File: config.mk
export PLATFORM = sky130hd
export DESIGN_NAME = tlh_front
export DESIGN_NICKNAME = d
export VERILOG_FILES = /design/src/tlh_pkg.sv /design/src/tlh_front.sv
export SDC_FILE = /design/constraint.sdc
export NUM_CORES = 1
export LEC_CHECK = 0
export BUFFER_PORTS_ARGS = -buffer_cell sky130_fd_sc_hd__buf_2
export CORE_MARGIN = 4
export CORE_UTILIZATION = 30
export DETAILED_ROUTE_END_ITERATION = 16
export GPL_ROUTABILITY_DRIVEN = 0
export REMOVE_ABC_BUFFERS = 1
export SYNTH_ARGS = -nofsm -noshare
export SYNTH_HDL_FRONTEND = slang
export SYNTH_SLANG_ARGS = --single-unit
File: constraint.sdc
create_clock -name clk_i -period 2.06 [get_ports clk_i]
set_input_delay 0.412 -clock clk_i [delete_from_list [all_inputs] [get_ports clk_i]]
set_output_delay 0.412 -clock clk_i [all_outputs]
set_load 0.03 [all_outputs]
File: src/tlh_pkg.sv
// Package for the thresholded label histogram.
// Holds the operation codes, register indexes, the back-end state type and the command word.
// No dependencies.
package tlh_pkg;

  typedef enum logic [1:0] {
    OP_ACCUM      = 2'd0,
    OP_READ_LABEL = 2'd1,
    OP_READ_TOTAL = 2'd2,
    OP_CLEAR      = 2'd3
  } op_e;

  typedef enum logic [2:0] {
    ST_CLEAR,
    ST_IDLE,
    ST_READ,
    ST_MUL,
    ST_SUM
  } back_state_e;

  localparam logic REG_THRESHOLD    = 1'b0;
  localparam logic REG_VOXEL_VOLUME = 1'b1;

  localparam logic [31:0] VOXEL_VOLUME_RESET = 32'h0001_0000;

  typedef struct packed {
    op_e         op;
    logic [15:0] label;
    logic        in_range;
    logic        hit;
  } cmd_t;

endpackage

File: src/tlh_front.sv
// Front end: classifies each accepted word and holds it in a two-entry queue.
// Depends on tlh_pkg for the command word and operation codes.
module tlh_front import tlh_pkg::*; #(
  parameter int LABEL_COUNT = 256
) (
  input  logic        clk_i,
  input  logic        rst_ni,
  input  logic        accept_i,
  input  logic [1:0]  op_i,
  input  logic [15:0] seg_value_i,
  input  logic [15:0] atlas_label_i,
  input  logic [15:0] threshold_i,
  output logic        full_o,
  output logic        cmd_valid_o,
  output cmd_t        cmd_o,
  input  logic        cmd_pop_i
);

  cmd_t       ent_q [2];
  logic       wptr_q, rptr_q;
  logic [1:0] cnt_q;
  cmd_t       cls;

  always_comb begin
    cls.op       = op_e'(op_i);
    cls.label    = atlas_label_i;
    cls.in_range = ({1'b0, atlas_label_i} < 17'(LABEL_COUNT));
    cls.hit      = (seg_value_i > threshold_i);
  end

  always_ff @(posedge clk_i) begin
    if (accept_i) begin
      ent_q[wptr_q] <= cls;
    end
  end

  always_ff @(posedge clk_i or negedge rst_ni) begin
    if (!rst_ni) begin
      wptr_q <= 1'b0;
      rptr_q <= 1'b0;
      cnt_q  <= 2'd0;
    end else begin
      if (accept_i) begin
        wptr_q <= ~wptr_q;
      end
      if (cmd_pop_i) begin
        rptr_q <= ~rptr_q;
      end
      if (accept_i && !cmd_pop_i) begin
        cnt_q <= cnt_q + 2'd1;
      end else if (!accept_i && cmd_pop_i) begin
        cnt_q <= cnt_q - 2'd1;
      end
    end
  end

  assign full_o      = (cnt_q == 2'd2);
  assign cmd_valid_o = (cnt_q != 2'd0);
  assign cmd_o       = ent_q[rptr_q];

endmodule

==> metrics <==
Clock Path Buffers 2; crit path time final 1.84 ns; critical path endpoint cmd_o[15]; Max stage delay on crit path 0.37 ns; I/O pin count 76; Setup CP Type flip-flop to output pin; Hold Vio Cnt, Final 0; pin count of the biggest net entering global routing 16; DRC viols 0; DIE WIDTH 90.7 um; Remaining Overflow, GRT 0; area of the die 8220 um2; Routed Antenna Nets 0; DR WL/cell 13.3 um; LEAKAGE 1.19 nW; RSZ-0062 raised after global routing no; Post-Synthesis Mean Instance Area 15.0 um2; area of the multi-input gates 678 um2; via/cell ratio 4.42; global-route wire length before repair 6750 um; clock skew 0.00693 ns; Seq/Total Area, Yosys 63.5%; Stages on worst setup path 3; CP Capture Type output pin; GR peak layer met2; H-tree depth 2; f_max 542 MHz; Post-Syn Area 2050 um2; CP arrival 1.43 ns; dominant cells by area after synthesis edfxtp_1, mux2_2, ha_1; commonest non-fill, non-tap cell in the layout buf_2; setup repair bufs after CTS 0; DRT Wirelength 4000 um; CTS tree done; Cell Chain, Critical Path buf_4 -> mux2_2 -> buf_2; CORE AREA 6490 um2; Hold Crit Class primary input to flip-flop; Worst path slowest cell mux2_2; total power 3.10 mW; Yosys top cell by area edfxtp_1; GRT Util Overall 10.2%; Post-CTS Hold Fix Bufs 1; synthesized instance count 137; fin. max-slew vios 0; initial DRC count 21; power share of the clock group 19.9%; Max Fanout on Critical Path 15; post-synth top area share 58.6%; Starting Density 31.6%; worst slew pin tran 0.397 ns; DPL Wire Length 3140 um; max_cap viols 0; outcome finished clean; Netlist cell types 23; Slew HR 73.5%; setup_tns 0 ns; M1 GR Usage 11.6%; worst setup path startpoint rptr_q; VDD IR-drop max 0.000285 V; reg-to-reg endpoint ent_q[1][6]; Gate power share 39.6%; internal reg-to-reg setup slack 0.77 ns; Final Setup Violations 0; worst-skew pair later-pin latency 0.29 ns; Clk pin slew, worst setup/hold paths 0.08 ns; antenna cells 0; Yosys reg bits 44; initial antenna violation count 0; vias in the first global route 1,480; Pwr Density 1160 nW/um2; CTS resizes 0; GR Util met2 17.6%; crit path buf inv count 2; most frequent cells in the layout buf_2, edfxtp_1, mux2_2; FILL cells 590; I/O Buffers 75; vias 1,330; synthesis-to-finish area growth 30.8%; 1st-pass router iterations 2; met3 usage 4.17%; Pint 2.02 mW; net switching power 1.08 mW; r2r worst-path depth 2; Sequential Area 1300 um2; clock tree sinks 44; Crit path required time 1.65 ns; Final Cycle Share 89.5%; sw frac 34.9%; CTS Buf Count 5; yosys warns 0; row cnt 29; CP startpoint kind flip-flop; die height 90.7 um; reg-to-reg critical path startpoint wptr_q; Nets 294; Clock Tree Root clkbuf_8; delay-heaviest family, CP buffers and inverters; share of power burned in registers 40.4%; ratio of cells with drive above 1 in the final layout 49.1%
## worst reg2reg max path, cell delays in order, from the launching register on
cell     delay, ns
dfrtp_1       0.39
and2_1        0.39
buf_12        0.21
## kinds of logic after synthesis
kind of cell	share of synthesized area, %
xor+xnor	2.14
compound gates	3.78
flops	63.5
simple gates	5.67
fa+ha+maj	10.4
mux	11.0
buf+inv	3.60
## flip-flops by register name, summed over array words and instances (netlist names)
register	flops
cnt_q	2
rptr_q	1
wptr_q	1
ent_q	40
## power groups by stage
stage	clock, mW	combinational (mW)	sequential, mW
finish	0.619	1.23	1.25
global route	0.687	1.34	1.27
CTS	0.651	1.26	1.26
detailed placement	0	1.25	1.28
global placement	0	1.25	1.27
floorplan	0	0.790	1.32
## cells in the mapped netlist (all sizes together)
cell and number:
nand3 2, nand4 3, xor2 4, a21o 1
a21oi 6, or4 2, dfrtp 4, a221o 1
nor2b 3, xnor2 1, o31a 1, mux2 20
o21ai 2, nand2 3, edfxtp 40, inv 17
nor4 1, buf 2, ha 17, and2 2
a21boi 1, nor2 3, or2 1
## final cells by class
class                           instances  share of cell area [%]
Clock inverter                          3                    1.40
Timing Repair Buffer                   81                    16.2
Inverter                               17                    2.38
Clock buffer                            5                    2.57
Multi-Input combinational cell         74                    25.3
Sequential cell                        44                    48.5
Tap cell                               77                    3.59
## metrics by stage
| step | hold slack (ns) | setup WS, ns | area [um2] | utilization (%) | instances |
|---|---|---|---|---|---|
| CTS | 0.303 | 0.187 | 2680 | 41.3 | 301 |
| global route | 0.302 | 0.148 | 2680 | 41.3 | 301 |
| finish | 0.314 | 0.216 | 2680 | 41.3 | 301 |
| detailed placement | 0.230 | 0.0813 | 2560 | 39.5 | 292 |
| floorplan | 0.116 | 0.263 | 2040 | - | 135 |
| global placement | 0.227 | 0.114 | 2560 | 39.5 | 292 |
## how the worst min path moves through the flow
| stage | from | endpoint | cells past startpoint |
|---|---|---|---|
| 2_1_floorplan | rst_ni | cnt_q[0] | 0 |
| 3_3_place_gp | rst_ni | rptr_q | 1 |
| 3_5_place_dp | rst_ni | rptr_q | 1 |
| 4_1_cts | op_i[1] | ent_q[1][19] | 1 |
| 5_1_grt | cmd_pop_i | rptr_q | 2 |
| 6_report | cmd_pop_i | rptr_q | 2 |
## metal layers
metal  wire length (um)  vias up
met5                  0        -
met4                 38        0
met3                389        6
met2               1920       60
met1               1660      591
li1                   -      673
No activity file was read; power rests on OpenSTA's default activity.
